[src/hdl/tpod_pkg.sv]
// ----------------------------------------------------------------------------
// tpod_pkg
// Shared types, constants and the 4x interpolator coefficient table for the
// true peak detector.
// ----------------------------------------------------------------------------
package tpod_pkg;

    // Sizes
    localparam int MAX_CHANNELS   = 8;
    localparam int SAMPLE_BITS    = 24;
    localparam int NUM_TAPS       = 12;
    localparam int NUM_PHASES     = 4;
    localparam int COEF_BITS      = 17;
    localparam int COEF_FRAC_BITS = 16;
    localparam int PROD_BITS      = SAMPLE_BITS + COEF_BITS;
    localparam int ACC_BITS       = PROD_BITS + 3;
    localparam int PEAK_BITS      = 25;
    localparam int CH_BITS        = 3;
    localparam int TAP_BITS       = $clog2(NUM_TAPS);
    localparam int PH_BITS        = $clog2(NUM_PHASES);
    localparam int MEM_DEPTH      = MAX_CHANNELS * NUM_TAPS;
    localparam int ADDR_BITS      = $clog2(MEM_DEPTH);

    localparam logic [TAP_BITS-1:0] LAST_TAP   = TAP_BITS'(NUM_TAPS - 1);
    localparam logic [PH_BITS-1:0]  LAST_PHASE = PH_BITS'(NUM_PHASES - 1);

    // Sequencer states
    typedef enum logic [2:0] {
        ST_IDLE,
        ST_RUN,
        ST_DRAIN,
        ST_OUT
    } state_t;

    // Control travelling alongside each multiply-accumulate
    typedef struct packed {
        logic valid;
        logic first;   // first tap of a phase: restart the sum
        logic last;    // last tap of a phase: magnitude follows
        logic fin;     // last tap of the last phase of the item
    } mac_ctrl_t;

    // Phase magnitude coming back from the MAC unit
    typedef struct packed {
        logic                 valid;
        logic                 fin;
        logic [PEAK_BITS-1:0] mag;
    } mac_res_t;

    // 4x polyphase interpolator, Q.16
    localparam logic signed [COEF_BITS-1:0] COEF_TABLE [NUM_PHASES][NUM_TAPS] = '{
        '{  17'sd112,    17'sd720,   -17'sd1288,  17'sd2176, -17'sd3896,  17'sd9000,
            17'sd63712, -17'sd6704,   17'sd3120, -17'sd1744,  17'sd976,  -17'sd544 },
        '{ -17'sd1912,   17'sd1920,  -17'sd3392,  17'sd5840, -17'sd10912, 17'sd30480,
            17'sd51104, -17'sd13128,  17'sd6656, -17'sd3816,  17'sd2168, -17'sd1240 },
        '{ -17'sd1240,   17'sd2168,  -17'sd3816,  17'sd6656, -17'sd13128, 17'sd51104,
            17'sd30480, -17'sd10912,  17'sd5840, -17'sd3392,  17'sd1920, -17'sd1912 },
        '{ -17'sd544,    17'sd976,   -17'sd1744,  17'sd3120, -17'sd6704,  17'sd63712,
            17'sd9000,  -17'sd3896,   17'sd2176, -17'sd1288,  17'sd720,   17'sd112 }
    };

endpackage

[src/hdl/tpod_mac.sv]
// ----------------------------------------------------------------------------
// tpod_mac
// Shared multiply-accumulate unit: one tap product per cycle, exact phase sum,
// then the truncated magnitude of each finished phase.
// ----------------------------------------------------------------------------
module tpod_mac
(
    input  logic                                  clk,
    input  logic                                  rst_n,
    input  tpod_pkg::mac_ctrl_t                   ctrl,
    input  logic signed [tpod_pkg::SAMPLE_BITS-1:0] tap_data,
    input  logic signed [tpod_pkg::COEF_BITS-1:0]   coef,
    output tpod_pkg::mac_res_t                    res
);
    import tpod_pkg::*;

    mac_ctrl_t                    prod_ctrl_reg;
    mac_ctrl_t                    acc_ctrl_reg;
    logic signed [PROD_BITS-1:0]  prod_reg;
    logic signed [ACC_BITS-1:0]   acc_reg;
    logic signed [ACC_BITS-1:0]   acc_base;
    logic        [ACC_BITS-1:0]   acc_abs;
    mac_res_t                     res_reg;

    // Control pipeline and result register
    always_ff @(posedge clk or negedge rst_n)
    begin
        if (!rst_n)
        begin
            prod_ctrl_reg <= '0;
            acc_ctrl_reg  <= '0;
            res_reg       <= '0;
        end
        else
        begin
            prod_ctrl_reg <= ctrl;
            acc_ctrl_reg  <= prod_ctrl_reg;
            res_reg.valid <= acc_ctrl_reg.valid && acc_ctrl_reg.last;
            res_reg.fin   <= acc_ctrl_reg.valid && acc_ctrl_reg.fin;
            // magnitude, truncated to sample units
            res_reg.mag   <= acc_abs[COEF_FRAC_BITS +: PEAK_BITS];
        end
    end

    // Product, then running sum
    assign acc_base = prod_ctrl_reg.first ? '0 : acc_reg;

    always_ff @(posedge clk)
    begin
        prod_reg <= PROD_BITS'(tap_data * coef);
        if (prod_ctrl_reg.valid)
        begin
            acc_reg <= acc_base + ACC_BITS'(prod_reg);
        end
    end

    // Magnitude of the finished sum
    assign acc_abs = acc_reg[ACC_BITS-1] ? ACC_BITS'(-acc_reg) : ACC_BITS'(acc_reg);

    assign res = res_reg;

endmodule

[src/hdl/true_peak_oversampling_detector_unit.sv]
// ----------------------------------------------------------------------------
// true_peak_oversampling_detector_unit
// 4x polyphase true peak meter: per-channel delay lines, one shared MAC,
// running peak over all phases and channels.
// ----------------------------------------------------------------------------
//  channel | handshake            | payload
//  --------+----------------------+-----------------------------
//  input   | in_valid / in_ready  | channel [2:0], sample [23:0]
//  output  | out_valid / out_ready| peak [24:0]
//
//  Each item runs 48 MAC steps through the single shared multiplier
//  (4 phases x 12 taps, one delay-line memory read each), then drains
//  the read/multiply/sum/magnitude pipeline and posts the result.
//  Reset clears the tap valid bits at once, so there is no clearing pass.
//  A stalled output holds back only the end of the next item.
// ----------------------------------------------------------------------------
module true_peak_oversampling_detector_unit
(
    input  logic                                    clk,
    input  logic                                    rst_n,
    input  logic                                    in_valid,
    output logic                                    in_ready,
    input  logic [tpod_pkg::CH_BITS-1:0]            channel,
    input  logic signed [tpod_pkg::SAMPLE_BITS-1:0] sample,
    output logic                                    out_valid,
    input  logic                                    out_ready,
    output logic [tpod_pkg::PEAK_BITS-1:0]          peak
);
    import tpod_pkg::*;

    state_t                        state_reg;
    state_t                        state_next;

    // Delay-line memory, circular per channel; newest tap sits at the head
    logic signed [SAMPLE_BITS-1:0] mem [MEM_DEPTH];
    logic [MEM_DEPTH-1:0]          tap_vld_reg;
    logic [TAP_BITS-1:0]           head_reg [MAX_CHANNELS];

    logic [CH_BITS-1:0]            ch_reg;
    logic [TAP_BITS-1:0]           head_item_reg;
    logic [TAP_BITS-1:0]           pos_reg;
    logic [TAP_BITS-1:0]           k_reg;
    logic [PH_BITS-1:0]            ph_reg;

    logic [TAP_BITS-1:0]           new_head;
    logic [ADDR_BITS-1:0]          wr_addr;
    logic [ADDR_BITS-1:0]          rd_addr;
    logic                          in_fire;
    logic                          issue;
    logic                          out_load;
    mac_ctrl_t                     issue_ctrl;

    logic signed [SAMPLE_BITS-1:0] rd_data_reg;
    logic                          rd_vld_reg;
    mac_ctrl_t                     rd_ctrl_reg;
    logic [TAP_BITS-1:0]           rd_k_reg;
    logic [PH_BITS-1:0]            rd_ph_reg;
    logic signed [SAMPLE_BITS-1:0] tap_data;
    logic signed [COEF_BITS-1:0]   coef;
    mac_res_t                      mac_res;

    logic [PEAK_BITS-1:0]          peak_reg;
    logic [PEAK_BITS-1:0]          peak_out_reg;
    logic                          out_valid_reg;

    // Next state
    always_comb
    begin
        state_next = state_reg;
        case (state_reg)
            ST_IDLE:
            begin
                if (in_valid)
                    state_next = ST_RUN;
            end
            ST_RUN:
            begin
                if (k_reg == LAST_TAP && ph_reg == LAST_PHASE)
                    state_next = ST_DRAIN;
            end
            ST_DRAIN:
            begin
                if (mac_res.valid && mac_res.fin)
                    state_next = ST_OUT;
            end
            ST_OUT:
            begin
                if (!out_valid_reg || out_ready)
                    state_next = ST_IDLE;
            end
            default:
                state_next = ST_IDLE;
        endcase
    end

    // Sequencer outputs
    always_comb
    begin
        in_ready = 1'b0;
        issue    = 1'b0;
        out_load = 1'b0;
        case (state_reg)
            ST_IDLE:  in_ready = 1'b1;
            ST_RUN:   issue    = 1'b1;
            ST_DRAIN: ;
            ST_OUT:   out_load = !out_valid_reg || out_ready;
            default:  ;
        endcase
    end

    always_ff @(posedge clk or negedge rst_n)
    begin
        if (!rst_n)
            state_reg <= ST_IDLE;
        else
            state_reg <= state_next;
    end

    assign in_fire  = in_valid && in_ready;
    // Head moves back one place so that tap k sits at head + k
    assign new_head = (head_reg[channel] == '0) ? LAST_TAP
                                                : head_reg[channel] - TAP_BITS'(1);
    assign wr_addr  = ADDR_BITS'(channel) * ADDR_BITS'(NUM_TAPS) + ADDR_BITS'(new_head);
    assign rd_addr  = ADDR_BITS'(ch_reg) * ADDR_BITS'(NUM_TAPS) + ADDR_BITS'(pos_reg);

    // Head pointers and tap valid bits
    always_ff @(posedge clk or negedge rst_n)
    begin
        if (!rst_n)
        begin
            tap_vld_reg <= '0;
            for (int i = 0; i < MAX_CHANNELS; i++)
                head_reg[i] <= '0;
        end
        else if (in_fire)
        begin
            tap_vld_reg[wr_addr] <= 1'b1;
            head_reg[channel]    <= new_head;
        end
    end

    // Delay-line memory: one write, one registered read
    always_ff @(posedge clk)
    begin
        if (in_fire)
            mem[wr_addr] <= sample;
        rd_data_reg <= mem[rd_addr];
        rd_vld_reg  <= tap_vld_reg[rd_addr];
    end

    // Tap and phase counters
    always_ff @(posedge clk)
    begin
        if (in_fire)
        begin
            ch_reg        <= channel;
            head_item_reg <= new_head;
            pos_reg       <= new_head;
            k_reg         <= '0;
            ph_reg        <= '0;
        end
        else if (issue)
        begin
            if (k_reg == LAST_TAP)
            begin
                k_reg   <= '0;
                pos_reg <= head_item_reg;
                ph_reg  <= ph_reg + PH_BITS'(1);
            end
            else
            begin
                k_reg   <= k_reg + TAP_BITS'(1);
                pos_reg <= (pos_reg == LAST_TAP) ? '0 : pos_reg + TAP_BITS'(1);
            end
        end
    end

    // Control issued with each read
    always_comb
    begin
        issue_ctrl.valid = issue;
        issue_ctrl.first = k_reg == '0;
        issue_ctrl.last  = k_reg == LAST_TAP;
        issue_ctrl.fin   = k_reg == LAST_TAP && ph_reg == LAST_PHASE;
    end

    always_ff @(posedge clk or negedge rst_n)
    begin
        if (!rst_n)
            rd_ctrl_reg <= '0;
        else
            rd_ctrl_reg <= issue_ctrl;
    end

    always_ff @(posedge clk)
    begin
        rd_k_reg  <= k_reg;
        rd_ph_reg <= ph_reg;
    end

    // Unwritten taps read as zero
    assign tap_data = rd_vld_reg ? rd_data_reg : '0;
    assign coef     = COEF_TABLE[rd_ph_reg][rd_k_reg];

    tpod_mac u_mac
    (
        .clk      (clk),
        .rst_n    (rst_n),
        .ctrl     (rd_ctrl_reg),
        .tap_data (tap_data),
        .coef     (coef),
        .res      (mac_res)
    );

    // Running peak and output register
    always_ff @(posedge clk or negedge rst_n)
    begin
        if (!rst_n)
        begin
            peak_reg      <= '0;
            out_valid_reg <= 1'b0;
        end
        else
        begin
            if (mac_res.valid && mac_res.mag > peak_reg)
                peak_reg <= mac_res.mag;
            if (out_load)
                out_valid_reg <= 1'b1;
            else if (out_ready)
                out_valid_reg <= 1'b0;
        end
    end

    always_ff @(posedge clk)
    begin
        if (out_load)
            peak_out_reg <= peak_reg;
    end

    assign out_valid = out_valid_reg;
    assign peak      = peak_out_reg;

endmodule

[config.mk]
export PLATFORM = sky130hd
export DESIGN_NAME = true_peak_oversampling_detector_unit
export DESIGN_NICKNAME = d
export VERILOG_FILES = /design/src/hdl/tpod_pkg.sv /design/src/hdl/tpod_mac.sv /design/src/hdl/true_peak_oversampling_detector_unit.sv
export SDC_FILE = /design/constraint.sdc
export NUM_CORES = 2
export LEC_CHECK = 0
export BUFFER_PORTS_ARGS = -buffer_cell sky130_fd_sc_hd__clkbuf_2
export CAP_MARGIN = 20
export CORE_MARGIN = 8
export CORE_UTILIZATION = 58
export DETAILED_ROUTE_END_ITERATION = 8
export PLACE_DENSITY = 0.8
export REMOVE_ABC_BUFFERS = 1
export SLEW_MARGIN = 0
export SYNTH_ARGS = -nofsm -noshare
export SYNTH_HDL_FRONTEND = slang
export SYNTH_HIERARCHICAL = 1
export SYNTH_SLANG_ARGS = --single-unit
[constraint.sdc]
create_clock -name clk -period 7.15 [get_ports clk]
set_clock_uncertainty 0.15 [all_clocks]
set_input_delay 1.43 -clock clk [delete_from_list [all_inputs] [get_ports clk]]
set_output_delay 1.43 -clock clk [all_outputs]
set_load 0.005 [all_outputs]
==> qor.yml <==
cells_and_area:
  instances_no_fill: 10650
  nNetsFinal: 8300
  utilization: 0.6694
  drive_above_1_share: 0.2514
  areaGrowthSynthToFinish_pct: 14.64
  mostFrequentLayoutCells: "edfxtp_1 (2384), mux4_2 (545), inv_1 (476)"
  largest_reg_flops: 2304
  final_common_cell: "edfxtp_1"
drt:
  vias: 69230
  drtAntennaViolNets: 0
  dr.pass1.iters: 7
  drt-initial-drc-count: 9189
  drc: 0
  finalWirelength_um: 318800
  via_per_inst: 6.499
  post_drt_wl_per_cell_um: 29.93
outcome:
  violations: "negative setup slack"
  status: "finished with violations"
yosys:
  yosys_most_used_dff: "edfxtp_1"
  netlist_area_mm2: 0.1209
  synth-edff-count: 2384
  synth_cell_types: 92
  synth_top_area_cell: "edfxtp_1"
  ys_warn_count: 6
  synthTopCellsByArea: "edfxtp_1 (59%), mux4_2 (10%), fa_1 (6.7%)"
  synth_seq_area_share: 0.6452
  ys_async_sr_fraction: 0.07304
  synth.top_cell.area_share: 0.5921
  netlist_instances: 7162
  ys_ff_latch: 2656
  avgSynthCellArea_um2: 16.88
placed_design:
  port_buffers: 57
  gp_congestion: 0.9265
  dp_hpwl_um: 183800
  dp_cells: 10110
  dpl_worst_slack_ns: -0.6598
clocking:
  clk_pin_slew_ns: 0.06
  cts_made_buffers: 278
  worstSkewPairLatency_ns: 0.96
  cts_tree: "built"
  cts_root_buffer: "clkbuf_16"
  clockBufferDepth: 4
  clock-sinks: 2656
  hold_buffers: 0
  htree_num_levels: 5
floorplanning:
  die_h_um: 472.6
  start_util: 0.5839
  dieWidth_um: 472.6
  core_mm2: 0.2071
  std_cell_rows: 167
  ioPinCount: 58
  dieArea_mm2: 0.2233
sta:
  slew_headroom: 0.1650
  setup_viol: 5
  hold_violations: 0
  rsz0062_at_grt: "yes"
  tightestPinTransition_ns: 1.253
  period_share: 1.009
  whs_ns: 0.1910
  setup_ws_ns: -0.06601
  max_freq_mhz: 138.6
  fin_crit_ns: 7.216
  slew_violations: 0
global_route:
  grt.total_usage: 0.2822
  grt-ovfl-total: 0
  antenna_found_initial: 13
  grt_pass1_vias: 71970
  grt_pass1_wl_um: 469900
  grt_max_degree: 127
critical_path:
  path_delay_family: "adder cells"
  cpMostUsedCell: "fa_1"
  crit_type: "reg2reg"
  slowest_delay_ns: 0.54
  crit_buf_inv: 10
  required_ns: 7.80
  arrival_ns: 7.86
  endpoint_kind: "flop"
  start_kind: "flop"
  cpMaxStageDelayCell: "fa_1"
  path_max_fanout: 5
job:
  cap_violations: 0
hold_path:
  min-delay-path-class: "reg2reg"
[worst register-to-register path, delay by kind of cell (launching register included)]
family	cells	cell delay [ns]
adder cells (fa/ha/maj)	8	3.62
AND/OR/NAND/NOR	5	0.63
XOR/XNOR	1	0.13
AO/OA/AOI/OAI	9	1.41
buffers and inverters	10	0.84
flip-flops	1	0.37
[cell usage after synthesis, types with 35 or more instances]
cell      count
a211oi_1     41
a21o_1       44
a21oi_1     138
a22oi_1      96
a31o_2       97
and2_1      209
buf_2        70
buf_4        36
buf_6        35
clkbuf_1    199
dfrtp_1     194
dfxtp_1      78
edfxtp_1   2384
fa_1        406
ha_1        197
inv_1       506
mux2_2       65
mux2i_1     263
mux4_2      545
nand2_1     484
nand3_1      54
nor2_1      144
nor2b_1      76
nor3_1       73
nor3_2       48
o211ai_1     64
o21ai_0      91
o21ai_1      50
o22ai_1      62
xnor2_1      89
xor2_1       36
[stage by stage]
stage / TNS, ns / instance area (µm²)
2_1_floorplan: -3347.66 / 119100
6_report: -0.2129 / 138600
5_1_grt: -2.687 / 138600
4_1_cts: 0 / 138000
3_3_place_gp: -4.909 / 128300
3_5_place_dp: -6.746 / 128300
[final timing paths]
check | startpoint | end | slack (ns) | depth (start not counted)
setup reg to reg | rd_ph_reg[0]$_DFF_P_ | u_mac/prod_reg[40]$_DFF_P_ | -0.07 | 33
max in group asynchronous | rst_n | peak_reg[11]$_DFFE_PN0P_ | 5.06 | 3
hold reg to reg | rd_ctrl_reg[0]$_DFF_PN0_ | u_mac/prod_ctrl_reg[0]$_DFF_PN0_ | 0.19 | 0
min in group asynchronous | rst_n | tap_vld_reg[20]$_DFFE_PN0P_ | 0.49 | 1
hold / removal | rd_ctrl_reg[0]$_DFF_PN0_ | u_mac/prod_ctrl_reg[0]$_DFF_PN0_ | 0.19 | 0
setup / recovery | rd_ph_reg[0]$_DFF_P_ | u_mac/prod_reg[40]$_DFF_P_ | -0.07 | 33
[final cells by class]
| class | instances | area [µm²] |
|---|---|---|
| repair buffers | 572 | 5958 |
| well taps | 2788 | 3488 |
| clock buffers | 350 | 7475 |
| diodes | 4 | 10.01 |
| clock inverters | 124 | 1041 |
| flip-flops and latches | 2656 | 78020 |
| inverters | 512 | 1932 |
| multi-input cells | 3646 | 40690 |
| fillers | 12800 | 68460 |
[what timing repair did]
action	CTS	global route
pin swaps	176	110
gates resized for setup	185	74
setup endpoints to repair	19	24
cloned	4	1
buffers inserted	42	13
[metal layers]
metal	vias to the layer above	share of wire	track usage
met4	8	0.052	0.1202
met3	962	0.12	0.06479
met5	-	0.00020	0
met2	4815	0.48	0.4635
li1	28220	-	-
met1	35230	0.35	0.3664
[logic make-up after synthesis]
logic type | Yosys count | synth area share
buffers and inverters | 877 | 0.03161
DFF | 2656 | 0.6452
and+or+nand+nor | 1198 | 0.05002
xor gates and xnor gates | 125 | 0.009055
muxes | 873 | 0.1293
other | 1 | 0.00003102
adders and majority gates | 603 | 0.08761
AOI/OAI and AO/OA | 829 | 0.04716
Power is left out: the tool's default activity adds up to more than one toggle a clock period on the data nets, which glitch-free logic cannot reach.
